===== src/sv/exact_color_slot_allocator_unit_defines.svh =====
// ----------------------------------------------------------------------------
// Exact color slot allocator assertion macros
// Shared concurrent assertion forms, sampled on clk and disabled in reset.
// ----------------------------------------------------------------------------
`ifndef EXACT_COLOR_SLOT_ALLOCATOR_UNIT_DEFINES_SVH
`define EXACT_COLOR_SLOT_ALLOCATOR_UNIT_DEFINES_SVH

// The consequent must hold in the same cycle as the antecedent.
`define ECSA_ASSERT_IMPL(label, ante, cons, msg) \
  label: assert property (@(posedge clk) disable iff (!rst_n) (ante) |-> (cons)) \
    else $error(msg);

// The consequent must hold in the cycle after the antecedent.
`define ECSA_ASSERT_NEXT(label, ante, cons, msg) \
  label: assert property (@(posedge clk) disable iff (!rst_n) (ante) |=> (cons)) \
    else $error(msg);

`endif


===== src/sv/ecsa_pkg.sv =====
// ----------------------------------------------------------------------------
// Exact color slot allocator package
// Types, constants and small palette functions shared by the allocator.
// ----------------------------------------------------------------------------
package ecsa_pkg;

  localparam int unsigned DEF_SLOT_COUNT = 16;

  localparam int unsigned RGB_W = 24;
  localparam int unsigned IDX_W = 8;
  localparam int unsigned CH_W  = 10;
  localparam int unsigned TC_W  = 15;

  localparam int unsigned MAC_A_W = 18;
  localparam int unsigned MAC_B_W = 19;
  localparam int unsigned ACC_W   = MAC_A_W + MAC_B_W;

  localparam int unsigned SCALE_MUL   = 1000;
  localparam int unsigned SCALE_BIAS  = 254;
  localparam int unsigned SCALE_RECIP = 263173;
  localparam int unsigned SCALE_SHIFT = 26;
  localparam int unsigned CH_FULL     = 1000;

  localparam int unsigned W_RED      = 299;
  localparam int unsigned W_GREEN    = 587;
  localparam int unsigned W_BLUE     = 114;
  localparam int unsigned GREY_RECIP = 268436;
  localparam int unsigned GREY_SHIFT = 28;
  localparam int unsigned DIV10_MUL   = 205;
  localparam int unsigned DIV10_SHIFT = 11;

  localparam int unsigned GREY_BASE     = 8;
  localparam int unsigned GREY_STEP     = 10;
  localparam int unsigned GREY_STEP_MAX = 23;
  localparam int unsigned GREY_FIRST    = 232;
  localparam int unsigned CUBE_FIRST    = 16;
  localparam int unsigned CUBE_SIDE     = 6;
  localparam int unsigned CAND_MIN      = 16;
  localparam int unsigned CAND_MAX      = 255;
  localparam int unsigned PALETTE_FULL  = 256;

  localparam logic REQ_MAP     = 1'b0;
  localparam logic REQ_RESTORE = 1'b1;

  localparam logic CFG_EXACT_ENABLE    = 1'b0;
  localparam logic CFG_TERMINAL_COLORS = 1'b1;

  typedef enum logic [2:0] {
    ST_IDLE,
    ST_SCAN_RD,
    ST_SCAN_CMP,
    ST_DECIDE,
    ST_QUANT,
    ST_SCALE,
    ST_RST_RD,
    ST_RST_LD
  } state_t;

  typedef enum logic [3:0] {
    Q_CUBE_R,
    Q_CUBE_G,
    Q_CUBE_B,
    Q_LUMA_R,
    Q_LUMA_G,
    Q_LUMA_B,
    Q_LUMA_DIV,
    Q_STEP_DIV,
    Q_STEP_TAKE,
    Q_GREY_R,
    Q_GREY_G,
    Q_GREY_B,
    Q_PICK
  } qstep_t;

  typedef enum logic [1:0] {
    SP_MUL,
    SP_RECIP,
    SP_TAKE
  } sphase_t;

  typedef enum logic [1:0] {
    CH_RED,
    CH_GREEN,
    CH_BLUE
  } chan_t;

  typedef struct packed {
    logic               accum;
    logic [MAC_A_W-1:0] a;
    logic [MAC_B_W-1:0] b;
    logic [MAC_B_W-1:0] addend;
  } mac_op_t;

  typedef struct packed {
    logic [RGB_W-1:0] color;
    logic [IDX_W-1:0] index;
  } slot_entry_t;

  function automatic logic [7:0] abs_diff(input logic [7:0] x, input logic [7:0] y);
    return (x > y) ? (x - y) : (y - x);
  endfunction

  function automatic logic [2:0] cube_idx(input logic [7:0] v);
    logic [2:0] r;
    if (v <= 8'd47) begin
      r = 3'd0;
    end else if (v <= 8'd115) begin
      r = 3'd1;
    end else if (v <= 8'd155) begin
      r = 3'd2;
    end else if (v <= 8'd195) begin
      r = 3'd3;
    end else if (v <= 8'd235) begin
      r = 3'd4;
    end else begin
      r = 3'd5;
    end
    return r;
  endfunction

  function automatic logic [7:0] cube_lv(input logic [2:0] i);
    logic [7:0] r;
    unique case (i)
      3'd0: r = 8'd0;
      3'd1: r = 8'd95;
      3'd2: r = 8'd135;
      3'd3: r = 8'd175;
      3'd4: r = 8'd215;
      default: r = 8'd255;
    endcase
    return r;
  endfunction

  function automatic logic [7:0] cube_code(input logic [2:0] cr, input logic [2:0] cg,
                                           input logic [2:0] cb);
    return 8'(CUBE_FIRST) + 8'(cr) * 8'(CUBE_SIDE * CUBE_SIDE)
         + 8'(cg) * 8'(CUBE_SIDE) + 8'(cb);
  endfunction

  function automatic logic [7:0] grey_level(input logic [4:0] gi);
    return 8'(GREY_BASE) + 8'(gi) * 8'(GREY_STEP);
  endfunction

  function automatic logic [RGB_W-1:0] canon_rgb(input logic [7:0] idx);
    logic [RGB_W-1:0] r;
    logic [7:0]       v;
    r = '0;
    v = '0;
    if (idx >= 8'(GREY_FIRST)) begin
      v = grey_level(5'(idx - 8'(GREY_FIRST)));
      r = {v, v, v};
    end else begin
      for (int ir = 0; ir < int'(CUBE_SIDE); ir++) begin
        for (int ig = 0; ig < int'(CUBE_SIDE); ig++) begin
          for (int ib = 0; ib < int'(CUBE_SIDE); ib++) begin
            if (idx == cube_code(3'(ir), 3'(ig), 3'(ib))) begin
              r = {cube_lv(3'(ir)), cube_lv(3'(ig)), cube_lv(3'(ib))};
            end
          end
        end
      end
    end
    return r;
  endfunction

endpackage


===== src/sv/exact_color_slot_allocator_unit.sv =====
// ----------------------------------------------------------------------------
// Exact color slot allocator
// Maps 24-bit colors to palette indices by exact slots or xterm-256 snapping.
// ----------------------------------------------------------------------------
// A request word is taken when start is high and busy is low; busy stays high
// until the request's last result word has been issued. Each result word is on
// the out_ ports for exactly one cycle with out_valid high and must be taken
// then. Distances, luma, divisions and channel scaling all run through one
// shared multiply-accumulate unit, one product per cycle, and the slot memory
// has a registered read. A map request returns the basic color, finds an exact
// hit in a scan of the allocated slots, allocates a slot or snaps to the
// palette; the scan runs only in exact mode. A restore request issues one
// result word per allocated slot, or a single word with none.
module exact_color_slot_allocator_unit
  import ecsa_pkg::*;
#(
  parameter int unsigned SLOT_COUNT = DEF_SLOT_COUNT
) (
  input  logic             clk,
  input  logic             rst_n,
  input  logic             cfg_we,
  input  logic             cfg_index,
  input  logic [TC_W-1:0]  cfg_data,
  input  logic             start,
  output logic             busy,
  input  logic             in_req_type,
  input  logic [RGB_W-1:0] in_rgb_color,
  input  logic [2:0]       in_basic_color,
  output logic             out_valid,
  output logic [IDX_W-1:0] out_color_index,
  output logic             out_write_valid,
  output logic [IDX_W-1:0] out_write_slot,
  output logic [CH_W-1:0]  out_write_red,
  output logic [CH_W-1:0]  out_write_green,
  output logic [CH_W-1:0]  out_write_blue,
  output logic             out_last
);

`include "exact_color_slot_allocator_unit_defines.svh"

  localparam int unsigned CW = $clog2(SLOT_COUNT + 1);
  localparam int unsigned AW = (SLOT_COUNT > 1) ? $clog2(SLOT_COUNT) : 1;

  state_t           state_r, state_nxt;
  qstep_t           qstep_r, qstep_nxt;
  sphase_t          sph_r, sph_nxt;
  chan_t            ch_r, ch_nxt;
  logic [CW-1:0]    idx_r, idx_nxt;
  logic [CW-1:0]    cnt_r, cnt_nxt;
  logic             req_r, req_nxt;
  logic             exact_r, exact_nxt;
  logic [TC_W-1:0]  tc_r, tc_nxt;
  logic             out_valid_r, out_valid_nxt;

  logic [RGB_W-1:0] rgb_r, rgb_nxt;
  logic [2:0]       basic_r, basic_nxt;
  logic [IDX_W-1:0] slot_r, slot_nxt;
  logic [12:0]      cd_r, cd_nxt;
  logic [4:0]       gi_r, gi_nxt;
  logic [CH_W-1:0]  red_r, red_nxt;
  logic [CH_W-1:0]  green_r, green_nxt;

  logic [IDX_W-1:0] out_index_r, out_index_nxt;
  logic             out_wv_r, out_wv_nxt;
  logic [IDX_W-1:0] out_slot_r, out_slot_nxt;
  logic [CH_W-1:0]  out_red_r, out_red_nxt;
  logic [CH_W-1:0]  out_green_r, out_green_nxt;
  logic [CH_W-1:0]  out_blue_r, out_blue_nxt;
  logic             out_last_r, out_last_nxt;

  mac_op_t          mac_op;
  logic [ACC_W-1:0] acc;

  logic             mem_we;
  slot_entry_t      mem_wdata;
  slot_entry_t      mem_rdata;

  logic [7:0]       comp_r, comp_g, comp_b;
  logic [2:0]       ci_r, ci_g, ci_b;
  logic [7:0]       gv;
  logic [7:0]       ch_v;
  logic [7:0]       grey8;
  logic [7:0]       grey_x;
  logic [4:0]       gi_raw;
  logic [CH_W-1:0]  scaled;
  logic [15:0]      tc16, cnt16;
  logic [IDX_W-1:0] cand8;
  logic             cand_ok;
  logic [CW-1:0]    idx_inc;
  logic             idx_last;

  ecsa_mac u_mac (
    .clk (clk),
    .op  (mac_op),
    .acc (acc)
  );

  ecsa_slot_mem #(
    .DEPTH (SLOT_COUNT),
    .AW    (AW)
  ) u_slot_mem (
    .clk   (clk),
    .we    (mem_we),
    .waddr (cnt_r[AW-1:0]),
    .wdata (mem_wdata),
    .raddr (idx_r[AW-1:0]),
    .rdata (mem_rdata)
  );

  always_comb begin
    comp_r = rgb_r[23:16];
    comp_g = rgb_r[15:8];
    comp_b = rgb_r[7:0];
    ci_r   = cube_idx(comp_r);
    ci_g   = cube_idx(comp_g);
    ci_b   = cube_idx(comp_b);
    gv     = grey_level(gi_r);

    unique case (ch_r)
      CH_RED:   ch_v = comp_r;
      CH_GREEN: ch_v = comp_g;
      default:  ch_v = comp_b;
    endcase

    grey8  = acc[GREY_SHIFT +: 8];
    grey_x = (grey8 < 8'(GREY_BASE)) ? 8'd0 : (grey8 - 8'(GREY_BASE));
    gi_raw = acc[DIV10_SHIFT +: 5];
    scaled = (acc[SCALE_SHIFT +: CH_W] > CH_W'(CH_FULL)) ? CH_W'(CH_FULL)
                                                         : acc[SCALE_SHIFT +: CH_W];

    tc16    = 16'(tc_r);
    cnt16   = 16'(cnt_r);
    cand8   = 8'(tc16 - 16'd1 - cnt16);
    cand_ok = (tc16 > cnt16 + 16'(CAND_MIN)) && (tc16 <= cnt16 + 16'(CAND_MAX) + 16'd1);
    idx_inc  = CW'(idx_r + 1'b1);
    idx_last = (idx_inc == cnt_r);
  end

  always_comb begin
    state_nxt = state_r;
    qstep_nxt = qstep_r;
    sph_nxt   = sph_r;
    ch_nxt    = ch_r;
    idx_nxt   = idx_r;
    cnt_nxt   = cnt_r;
    req_nxt   = req_r;
    exact_nxt = exact_r;
    tc_nxt    = tc_r;
    rgb_nxt   = rgb_r;
    basic_nxt = basic_r;
    slot_nxt  = slot_r;
    cd_nxt    = cd_r;
    gi_nxt    = gi_r;
    red_nxt   = red_r;
    green_nxt = green_r;

    out_valid_nxt = 1'b0;
    out_index_nxt = '0;
    out_wv_nxt    = 1'b0;
    out_slot_nxt  = '0;
    out_red_nxt   = '0;
    out_green_nxt = '0;
    out_blue_nxt  = '0;
    out_last_nxt  = 1'b0;

    mac_op          = '0;
    mem_we          = 1'b0;
    mem_wdata.color = rgb_r;
    mem_wdata.index = cand8;

    if (cfg_we) begin
      unique case (cfg_index)
        CFG_EXACT_ENABLE:    exact_nxt = cfg_data[0];
        CFG_TERMINAL_COLORS: tc_nxt    = cfg_data;
      endcase
    end

    unique case (state_r)
      ST_IDLE: begin
        if (start) begin
          req_nxt   = in_req_type;
          rgb_nxt   = in_rgb_color;
          basic_nxt = in_basic_color;
          idx_nxt   = '0;
          if (in_req_type == REQ_RESTORE) begin
            if (cnt_r == '0) begin
              out_valid_nxt = 1'b1;
              out_last_nxt  = 1'b1;
            end else begin
              state_nxt = ST_RST_RD;
            end
          end else if (exact_r && (cnt_r != '0)) begin
            state_nxt = ST_SCAN_RD;
          end else begin
            state_nxt = ST_DECIDE;
          end
        end
      end

      ST_SCAN_RD: begin
        state_nxt = ST_SCAN_CMP;
      end

      ST_SCAN_CMP: begin
        if (mem_rdata.color == rgb_r) begin
          out_valid_nxt = 1'b1;
          out_index_nxt = mem_rdata.index;
          out_last_nxt  = 1'b1;
          state_nxt     = ST_IDLE;
        end else if (idx_last) begin
          state_nxt = ST_DECIDE;
        end else begin
          idx_nxt   = idx_inc;
          state_nxt = ST_SCAN_RD;
        end
      end

      ST_DECIDE: begin
        if (!exact_r) begin
          if (tc_r >= TC_W'(PALETTE_FULL)) begin
            qstep_nxt = Q_CUBE_R;
            state_nxt = ST_QUANT;
          end else begin
            out_valid_nxt = 1'b1;
            out_index_nxt = IDX_W'(basic_r);
            out_last_nxt  = 1'b1;
            state_nxt     = ST_IDLE;
          end
        end else if ((cnt_r == CW'(SLOT_COUNT)) || !cand_ok) begin
          qstep_nxt = Q_CUBE_R;
          state_nxt = ST_QUANT;
        end else begin
          mem_we    = 1'b1;
          cnt_nxt   = CW'(cnt_r + 1'b1);
          slot_nxt  = cand8;
          ch_nxt    = CH_RED;
          sph_nxt   = SP_MUL;
          state_nxt = ST_SCALE;
        end
      end

      ST_QUANT: begin
        unique case (qstep_r)
          Q_CUBE_R: begin
            mac_op.a  = MAC_A_W'(abs_diff(comp_r, cube_lv(ci_r)));
            mac_op.b  = MAC_B_W'(abs_diff(comp_r, cube_lv(ci_r)));
            qstep_nxt = Q_CUBE_G;
          end
          Q_CUBE_G: begin
            mac_op.accum = 1'b1;
            mac_op.a     = MAC_A_W'(abs_diff(comp_g, cube_lv(ci_g)));
            mac_op.b     = MAC_B_W'(abs_diff(comp_g, cube_lv(ci_g)));
            qstep_nxt    = Q_CUBE_B;
          end
          Q_CUBE_B: begin
            mac_op.accum = 1'b1;
            mac_op.a     = MAC_A_W'(abs_diff(comp_b, cube_lv(ci_b)));
            mac_op.b     = MAC_B_W'(abs_diff(comp_b, cube_lv(ci_b)));
            qstep_nxt    = Q_LUMA_R;
          end
          Q_LUMA_R: begin
            cd_nxt    = acc[12:0];
            mac_op.a  = MAC_A_W'(comp_r);
            mac_op.b  = MAC_B_W'(W_RED);
            qstep_nxt = Q_LUMA_G;
          end
          Q_LUMA_G: begin
            mac_op.accum = 1'b1;
            mac_op.a     = MAC_A_W'(comp_g);
            mac_op.b     = MAC_B_W'(W_GREEN);
            qstep_nxt    = Q_LUMA_B;
          end
          Q_LUMA_B: begin
            mac_op.accum = 1'b1;
            mac_op.a     = MAC_A_W'(comp_b);
            mac_op.b     = MAC_B_W'(W_BLUE);
            qstep_nxt    = Q_LUMA_DIV;
          end
          Q_LUMA_DIV: begin
            mac_op.a  = acc[MAC_A_W-1:0];
            mac_op.b  = MAC_B_W'(GREY_RECIP);
            qstep_nxt = Q_STEP_DIV;
          end
          Q_STEP_DIV: begin
            mac_op.a  = MAC_A_W'(grey_x);
            mac_op.b  = MAC_B_W'(DIV10_MUL);
            qstep_nxt = Q_STEP_TAKE;
          end
          Q_STEP_TAKE: begin
            gi_nxt    = (gi_raw > 5'(GREY_STEP_MAX)) ? 5'(GREY_STEP_MAX) : gi_raw;
            qstep_nxt = Q_GREY_R;
          end
          Q_GREY_R: begin
            mac_op.a  = MAC_A_W'(abs_diff(gv, comp_r));
            mac_op.b  = MAC_B_W'(abs_diff(gv, comp_r));
            qstep_nxt = Q_GREY_G;
          end
          Q_GREY_G: begin
            mac_op.accum = 1'b1;
            mac_op.a     = MAC_A_W'(abs_diff(gv, comp_g));
            mac_op.b     = MAC_B_W'(abs_diff(gv, comp_g));
            qstep_nxt    = Q_GREY_B;
          end
          Q_GREY_B: begin
            mac_op.accum = 1'b1;
            mac_op.a     = MAC_A_W'(abs_diff(gv, comp_b));
            mac_op.b     = MAC_B_W'(abs_diff(gv, comp_b));
            qstep_nxt    = Q_PICK;
          end
          Q_PICK: begin
            out_valid_nxt = 1'b1;
            out_last_nxt  = 1'b1;
            if (acc[17:0] < 18'(cd_r)) begin
              out_index_nxt = 8'(GREY_FIRST) + 8'(gi_r);
            end else begin
              out_index_nxt = cube_code(ci_r, ci_g, ci_b);
            end
            state_nxt = ST_IDLE;
          end
          default: begin
            state_nxt = ST_IDLE;
          end
        endcase
      end

      ST_SCALE: begin
        unique case (sph_r)
          SP_MUL: begin
            mac_op.a      = MAC_A_W'(ch_v);
            mac_op.b      = MAC_B_W'(SCALE_MUL);
            mac_op.addend = MAC_B_W'(SCALE_BIAS);
            sph_nxt       = SP_RECIP;
          end
          SP_RECIP: begin
            mac_op.a = acc[MAC_A_W-1:0];
            mac_op.b = MAC_B_W'(SCALE_RECIP);
            sph_nxt  = SP_TAKE;
          end
          default: begin
            sph_nxt = SP_MUL;
            unique case (ch_r)
              CH_RED: begin
                red_nxt = scaled;
                ch_nxt  = CH_GREEN;
              end
              CH_GREEN: begin
                green_nxt = scaled;
                ch_nxt    = CH_BLUE;
              end
              default: begin
                out_valid_nxt = 1'b1;
                out_wv_nxt    = 1'b1;
                out_slot_nxt  = slot_r;
                out_red_nxt   = red_r;
                out_green_nxt = green_r;
                out_blue_nxt  = scaled;
                if (req_r == REQ_RESTORE) begin
                  out_last_nxt = idx_last;
                  if (idx_last) begin
                    cnt_nxt   = '0;
                    state_nxt = ST_IDLE;
                  end else begin
                    idx_nxt   = idx_inc;
                    state_nxt = ST_RST_RD;
                  end
                end else begin
                  out_index_nxt = slot_r;
                  out_last_nxt  = 1'b1;
                  state_nxt     = ST_IDLE;
                end
              end
            endcase
          end
        endcase
      end

      ST_RST_RD: begin
        state_nxt = ST_RST_LD;
      end

      ST_RST_LD: begin
        slot_nxt  = mem_rdata.index;
        rgb_nxt   = canon_rgb(mem_rdata.index);
        ch_nxt    = CH_RED;
        sph_nxt   = SP_MUL;
        state_nxt = ST_SCALE;
      end
    endcase
  end

  always_ff @(posedge clk) begin
    if (!rst_n) begin
      state_r     <= ST_IDLE;
      qstep_r     <= Q_CUBE_R;
      sph_r       <= SP_MUL;
      ch_r        <= CH_RED;
      idx_r       <= '0;
      cnt_r       <= '0;
      req_r       <= REQ_MAP;
      exact_r     <= 1'b0;
      tc_r        <= TC_W'(PALETTE_FULL);
      out_valid_r <= 1'b0;
    end else begin
      state_r     <= state_nxt;
      qstep_r     <= qstep_nxt;
      sph_r       <= sph_nxt;
      ch_r        <= ch_nxt;
      idx_r       <= idx_nxt;
      cnt_r       <= cnt_nxt;
      req_r       <= req_nxt;
      exact_r     <= exact_nxt;
      tc_r        <= tc_nxt;
      out_valid_r <= out_valid_nxt;
    end
  end

  always_ff @(posedge clk) begin
    rgb_r       <= rgb_nxt;
    basic_r     <= basic_nxt;
    slot_r      <= slot_nxt;
    cd_r        <= cd_nxt;
    gi_r        <= gi_nxt;
    red_r       <= red_nxt;
    green_r     <= green_nxt;
    out_index_r <= out_index_nxt;
    out_wv_r    <= out_wv_nxt;
    out_slot_r  <= out_slot_nxt;
    out_red_r   <= out_red_nxt;
    out_green_r <= out_green_nxt;
    out_blue_r  <= out_blue_nxt;
    out_last_r  <= out_last_nxt;
  end

  assign busy            = (state_r != ST_IDLE);
  assign out_valid       = out_valid_r;
  assign out_color_index = out_index_r;
  assign out_write_valid = out_wv_r;
  assign out_write_slot  = out_slot_r;
  assign out_write_red   = out_red_r;
  assign out_write_green = out_green_r;
  assign out_write_blue  = out_blue_r;
  assign out_last        = out_last_r;

  `ECSA_ASSERT_NEXT(a_accept_progress, start && !busy, busy || out_valid_r, "accepted word neither ran nor finished")
  `ECSA_ASSERT_IMPL(a_partial_keeps_busy, out_valid_r && !out_last_r, busy, "non-final result word left the block idle")
  `ECSA_ASSERT_IMPL(a_scan_in_range, state_r == ST_SCAN_CMP, idx_r < cnt_r, "slot scan ran past the allocated slots")
  `ECSA_ASSERT_IMPL(a_restore_clears, out_valid_r && out_last_r && (req_r == REQ_RESTORE), cnt_r == '0, "restore finished with slots still allocated")

endmodule


===== src/sv/ecsa_mac.sv =====
// ----------------------------------------------------------------------------
// Exact color slot allocator multiply-accumulate unit
// Shared 18x19 multiplier with a registered accumulator, one product a cycle.
// ----------------------------------------------------------------------------
module ecsa_mac
  import ecsa_pkg::*;
(
  input  logic             clk,
  input  mac_op_t          op,
  output logic [ACC_W-1:0] acc
);

  logic [ACC_W-1:0] acc_r;
  logic [ACC_W-1:0] acc_nxt;
  logic [ACC_W-1:0] prod;
  logic [ACC_W-1:0] base;

  always_comb begin
    prod    = {{MAC_B_W{1'b0}}, op.a} * {{MAC_A_W{1'b0}}, op.b};
    base    = op.accum ? acc_r : ACC_W'(op.addend);
    acc_nxt = base + prod;
  end

  always_ff @(posedge clk) begin
    acc_r <= acc_nxt;
  end

  assign acc = acc_r;

endmodule


===== src/sv/ecsa_slot_mem.sv =====
// ----------------------------------------------------------------------------
// Exact color slot allocator slot memory
// Holds the color and palette index of each allocated slot, registered read.
// ----------------------------------------------------------------------------
module ecsa_slot_mem
  import ecsa_pkg::*;
#(
  parameter int unsigned DEPTH = DEF_SLOT_COUNT,
  parameter int unsigned AW    = (DEPTH > 1) ? $clog2(DEPTH) : 1
) (
  input  logic          clk,
  input  logic          we,
  input  logic [AW-1:0] waddr,
  input  slot_entry_t   wdata,
  input  logic [AW-1:0] raddr,
  output slot_entry_t   rdata
);

  slot_entry_t mem_r [DEPTH];
  slot_entry_t rdata_r;

  always_ff @(posedge clk) begin
    if (we) begin
      mem_r[waddr] <= wdata;
    end
    rdata_r <= mem_r[raddr];
  end

  assign rdata = rdata_r;

endmodule

===== config.mk =====
export PLATFORM = sky130hd
export DESIGN_NAME = exact_color_slot_allocator_unit
export DESIGN_NICKNAME = d
export VERILOG_FILES = /design/src/sv/ecsa_pkg.sv /design/src/sv/exact_color_slot_allocator_unit.sv /design/src/sv/ecsa_mac.sv /design/src/sv/ecsa_slot_mem.sv
export VERILOG_INCLUDE_DIRS = /design/src /design/src/sv
export SDC_FILE = /design/constraint.sdc
export NUM_CORES = 2
export LEC_CHECK = 0
export BUFFER_PORTS_ARGS = -buffer_cell sky130_fd_sc_hd__buf_2
export CAP_MARGIN = 20
export CORE_MARGIN = 3
export CORE_UTILIZATION = 40
export CTS_BUF_LIST = sky130_fd_sc_hd__clkbuf_8
export CTS_CLUSTER_DIAMETER = 200
export CTS_CLUSTER_SIZE = 10
export DETAILED_ROUTE_END_ITERATION = 16
export PLACE_DENSITY_LB_ADDON = 0.08
export SLEW_MARGIN = 20
export SYNTH_ARGS = -nofsm -noshare
export SYNTH_HDL_FRONTEND = slang
export SYNTH_HIERARCHICAL = 1
export SYNTH_SLANG_ARGS = --single-unit

===== constraint.sdc =====
create_clock -name clk -period 25.1 [get_ports clk]
set_input_delay 5.02 -clock clk [delete_from_list [all_inputs] [get_ports clk]]
set_output_delay 5.02 -clock clk [all_outputs]
set_load 0.02 [all_outputs]

---- Yosys cells after proc, flatten, opt, wreduce, memory -nomap -nowiden ----
Memories as Yosys holds them, arrays and structs flattened. A register that Yosys moved wholly into a read port is not among the register bits.
Cells that the tools add are included.
storage, ports and cells
  flip-flop bits (word level) ............. 197
  memories kept ........................... 1
  memory bits (writable) .................. 512
  output and inout bits ................... 50
  bits of input ports ..................... 48
cells by class
  $add $sub $neg .......................... 28
  equal/unequal tests ..................... 265
  bitwise operators ....................... 3
  magnitude comparators ................... 29
  reduce and logical (&&, ||, !) cells .... 40
  multipliers ............................. 5
  muxes and demuxes ....................... 331
memories
  name              depth  width  read ports  clocked after memory_dff  wr ports  RTL line             source
  u_slot_mem.mem_r  16     32     1           1                         1         ecsa_slot_mem.sv:19  slot_entry_t mem_r [DEPTH];
operators by type and width
  cell                                                             number
  two-way mux 24 bit                                               216
  == test 8 bit (second input constant)                            104
  == test 8 x 7 -> 1 bit (second input constant)                   64
  one-hot mux 37 bit (11 select lines)                             1
  == test 8 x 6 -> 1 bit (second input constant)                   32
  two-way mux 8 bit                                                23
  one-hot mux 37 bit (2 select lines)                              2
  == test 8 x 5 -> 1 bit (second input constant)                   15
  one-hot mux 8 bit (5 select lines)                               3
  subtractor 8 bit                                                 12
  less-or-equal comparator 8 bit (second input constant)           9
  two-way mux 3 bit                                                24
  two-way mux 5 bit                                                12
  greater-than comparator 8 bit                                    6
  one-hot mux 24 bit (2 select lines)                              1
  one-hot mux 4 bit (12 select lines)                              1
  adder 37 bit                                                     1
  multiplier 18 x 19 -> 37 bit                                     1
  two-way mux 37 bit                                               1
  one-hot mux 8 bit (2 select lines)                               2
  one-hot mux 8 bit (4 select lines)                               1
  == test 24 bit                                                   1
  == test 3 x 2 -> 1 bit (second input constant)                   8
  less-or-equal comparator 8 x 6 -> 1 bit (second input constant)  3
  other kinds (71)                                                 158

---- Depth between registers and ports, before layout ----
  depth after elaboration ................. 218
  gate-level depth with buffers ........... 48
  gate-level depth less buffers ........... 45

---- By module ----
Netlist, hierarchy kept.
modules (own cells, without submodules)
  module                           instances  cells an instance  seq. area each (sq um)  area each (sq um)
  ecsa_slot_mem                    1          838                16015.4                 19854.0
  exact_color_slot_allocator_unit  1          1959               3933.8                  15576.2
  ecsa_mac                         1          1493               740.7                   13357.8

---- Worst setup path after synthesis ----
Ideal clock, no wire load.
  path kind ............................... register to register
  from .................................... register rgb_r[12]
  to ...................................... register u_mac.acc_r[32], in the netlist u_mac/acc[32]
  library setup time ...................... 142 ps
  arrival ................................. 9867 ps
  stages on the path, launching flop included .. 41
  period minus slack after synthesis ...... 10008 ps
  buffers on the path ..................... 3
  path slack .............................. 15092 ps
  path through ............................ edfxtp_1 > clkbuf_1 > o21ai_0 > a31oi_1 > a21oi_1 > a21oi_1 > inv_1 > ha_1 > nor2_1 > nand3_1 > ha_1 > fa_1 > nand3b_1 > a21oi_1 > o31a_1 > buf_2 > mux2i_1 > o21ai_0 > (+5 left out) > nand2_1 > fa_1 > inv_1 > fa_1 > fa_1 > fa_1 > fa_1 > inv_1 > fa_1 > inv_1 > ha_1 > a21o_1 > a21oi_1 > and2b_2 > o41ai_4 > o21ai_2 > a2111oi_1 > a311oi_1
RTL lines
  item                    RTL line                                source
  start, declared         exact_color_slot_allocator_unit.sv:55   logic [RGB_W-1:0] rgb_r, rgb_nxt;
  start signal, assigned  exact_color_slot_allocator_unit.sv:418  rgb_r <= rgb_nxt;
  end signal, assigned    ecsa_mac.sv:25                          acc_r <= acc_nxt;
  end, declared           ecsa_mac.sv:13                          logic [ACC_W-1:0] acc_r;

==> results.sh <==
export IMPL_worst_setup_path_end_kind="flip-flop"
export IMPL_power_switching_mw=1.29
export IMPL_max_cap_violations=0
export IMPL_drt_first_pass_iters=6
export IMPL_clock_pin_slew_reported_for_the_worst_setup_and_hold_paths_after_clock_tree_synthesis_ns=0.09
export IMPL_place_port_buffers=97
export IMPL_layout_common_cells="585 x edfxtp_1, 573 x inv_1, 428 x nand2_1"
export IMPL_cts_resized=0
export IMPL_n_fill_cell=11400
export IMPL_totalPowerFinal_mw=3.47
export IMPL_reg2reg_setup_slack_ns=13.50
export IMPL_grt_pass1_wl_um=226000
export IMPL_clock_latency_ns=0.77
export IMPL_powerDensity_nw_per_um2=65.7
export IMPL_fin_worst_hold_slack_ns=0.425
export IMPL_fp_row_count=127
export IMPL_post_cts_hold_buffer_count=0
export IMPL_setup_violations_final=0
export IMPL_place_detailed_hpwl_um=102000
export IMPL_layout_drive_gt1_share_pct=11.6
export IMPL_routedWlPerCell_um=24.5
export IMPL_run_status="finished clean"
export IMPL_cpMaxStageDelayCell="edfxtp_1"
export IMPL_worst_ep_arrival_time_ns=12.23
export IMPL_slew_violations=0
export IMPL_cpPeakStageDelay_ns=0.95
export IMPL_htree_levels=3
export IMPL_startpoint_type="flip-flop"
export IMPL_proportion_of_power_drawn_by_combinational_gates_pct=35.5
export IMPL_num_cts_buffers=83
export IMPL_max_slew_margin_rel_pct=28.6
export IMPL_min_period_over_period_pct=46.2
export IMPL_worstMarginPinSlew_ns=1.07
export IMPL_synthesis_instances=4275
export IMPL_detailroute_via_count=33500
export IMPL_min_delay_start="red_r[8]$_DFFE_PP_"
export IMPL_globalRouteTotalUtil_pct=23.8
export IMPL_globalRouteOverflowTotal=0
export IMPL_die_area_um2=126000
export IMPL_fin_nets=5012
export IMPL_hold_end="out_write_red[8]$_SDFF_PP0_"
export IMPL_die_height_um=355
export IMPL_r2r_worst_path_cells=41
export IMPL_placeableCoreArea_um2=120000
export IMPL_power_leakage_nw=21.3
export IMPL_critical_path_peak_fanout=23
export IMPL_floorplan_initialDensity_pct=40.5
export IMPL_final_hold_viol_count=0
export IMPL_cts_setup_buffers=0
export IMPL_dp_cells=5915
export IMPL_areaGrowthSynthToFinish_pct=8.47
export IMPL_cts_root_buf="clkbuf_8"
export IMPL_antenna_violating_nets_post_route=0
export IMPL_clock_tree_buffer_depth=3
export IMPL_grt_antenna_before_repair=9
export IMPL_ios=98
export IMPL_cpMostUsedCell="fa_1"
export IMPL_crit_required_ns=25.73
export IMPL_finalWirelength_um=149000
export IMPL_mostFrequentLayoutCell="edfxtp_1"
export IMPL_reg2reg_to="u_mac/acc[33]$_DFF_P_"
export IMPL_synth_cell_area_um2=48700
export IMPL_number_of_sinks_on_the_clock_net=740
export IMPL_period_needed_ns=11.60
export IMPL_netSwitchingFraction_pct=37.2
export IMPL_final_cells=6076
export IMPL_timing_rr_start="rgb_r[10]$_DFFE_PP_"
export IMPL_totalNegativeSetupSlack_ns=0
export IMPL_rsz_0062_raised_after_global_routing="false"
export IMPL_maximum_number_of_pins_on_one_net_before_global_route_repair=97
export IMPL_first_global_vias=34600
export IMPL_hold_path_class="flip-flop to flip-flop"
export IMPL_max_clock_freq_ghz=0.0862
export IMPL_die_x_um=355
export IMPL_timing_setup_critical_path_class="flip-flop to flip-flop"
export IMPL_power_frac_seq_pct=42.3
export IMPL_vdd_ir_drop_worst_uv=46.3
export IMPL_intPower_mw=2.18
export IMPL_drt_first_iter_violations=2970
export IMPL_hold_path_depth=1
export IMPL_avg_inst_size_synth_um2=11.4
export IMPL_ys_warnings_count=6
export IMPL_p_clk_share_pct=22.2
export IMPL_drcViolationCount=0
export IMPL_tritoncts="done"
export IMPL_place_congestion=0.923
export IMPL_ratio_of_routed_vias_to_standard_cells=5.52
export IMPL_worst_clock_skew_ns=0.0811
==> metal layers <==
layer	vias up	share of wire, %	global-route usage, %
met3	194	5.1	2.72
met4	0	2.5	6.53
met1	17200	44	33.3
met2	990	48	39.5
met5	-	0	0
li1	15100	-	-
==> worst max-delay path, delay by kind of cell (launching register included) <==
kind / cells / cell delay [ns]
AOI/OAI and AO/OA: 13 / 2.81
DFF: 1 / 0.95
adders and majority gates: 10 / 4.51
buffers and inverters: 7 / 0.88
and+or+nand+nor: 9 / 1.71
muxes: 2 / 0.62
==> power by group through the flow <==
stage | Combinational [mW] | Clock [mW] | Sequential (mW)
floorplan | 0.841 | 0 | 1.49
global placement | 1.23 | 0 | 1.50
detailed placement | 1.21 | 0 | 1.50
CTS | 1.22 | 0.801 | 1.47
global route | 1.34 | 0.849 | 1.47
finish | 1.23 | 0.769 | 1.47
==> final cells by class <==
cell class,count,area (um^2),share of cell area [%]
inverters,514,1930,3.65
repair buffers,199,1260,2.39
clock inverters,68,314,0.595
clock buffers,83,1140,2.16
multi-input cells,2850,25400,48.1
flip-flops and latches,740,20700,39.2
well taps,1612,2020,3.82
diodes,10,25.0,0.0474
==> through the flow <==
| stage | area [um^2] | worst slack, ns | util [%] |
|---|---|---|---|
| finish | 52800 | 13.50 | 43.9 |
| CTS | 52800 | 13.47 | 43.9 |
| global route | 52800 | 12.61 | 43.9 |
| global placement | 51300 | 13.70 | 42.6 |
| detailed placement | 51300 | 13.48 | 42.7 |
| floorplan | 48800 | 15.13 | - |
==> sequential cells by signal (all words and copies together) (netlist names), 8 cells and up <==
signal	cells
slot_r	8
out_write_red	10
red_r	10
u_mac/acc	36
tc_r	15
rgb_r	24
u_slot_mem/rdata	32
out_color_index	8
cd_r	13
u_slot_mem/mem_r	512
out_write_slot	8
out_write_blue	10
green_r	10
out_write_green	10
==> worst max-delay path by stage <==
stage / end / slack (ns) / from
after global routing: u_mac/acc[33]$_DFF_P_ / 12.61 / rgb_r[10]$_DFFE_PP_
after CTS: u_mac/acc[33]$_DFF_P_ / 13.47 / rgb_r[10]$_DFFE_PP_
after detailed placement: u_mac/acc[33]$_DFF_P_ / 13.48 / rgb_r[10]$_DFFE_PP_
after floorplan: u_mac/acc[32]$_DFF_P_ / 15.13 / rgb_r[12]$_DFFE_PP_
after global placement: u_mac/acc[33]$_DFF_P_ / 13.70 / rgb_r[10]$_DFFE_PP_
final: u_mac/acc[33]$_DFF_P_ / 13.50 / rgb_r[10]$_DFFE_PP_
(Power assumes the default switching activity.)
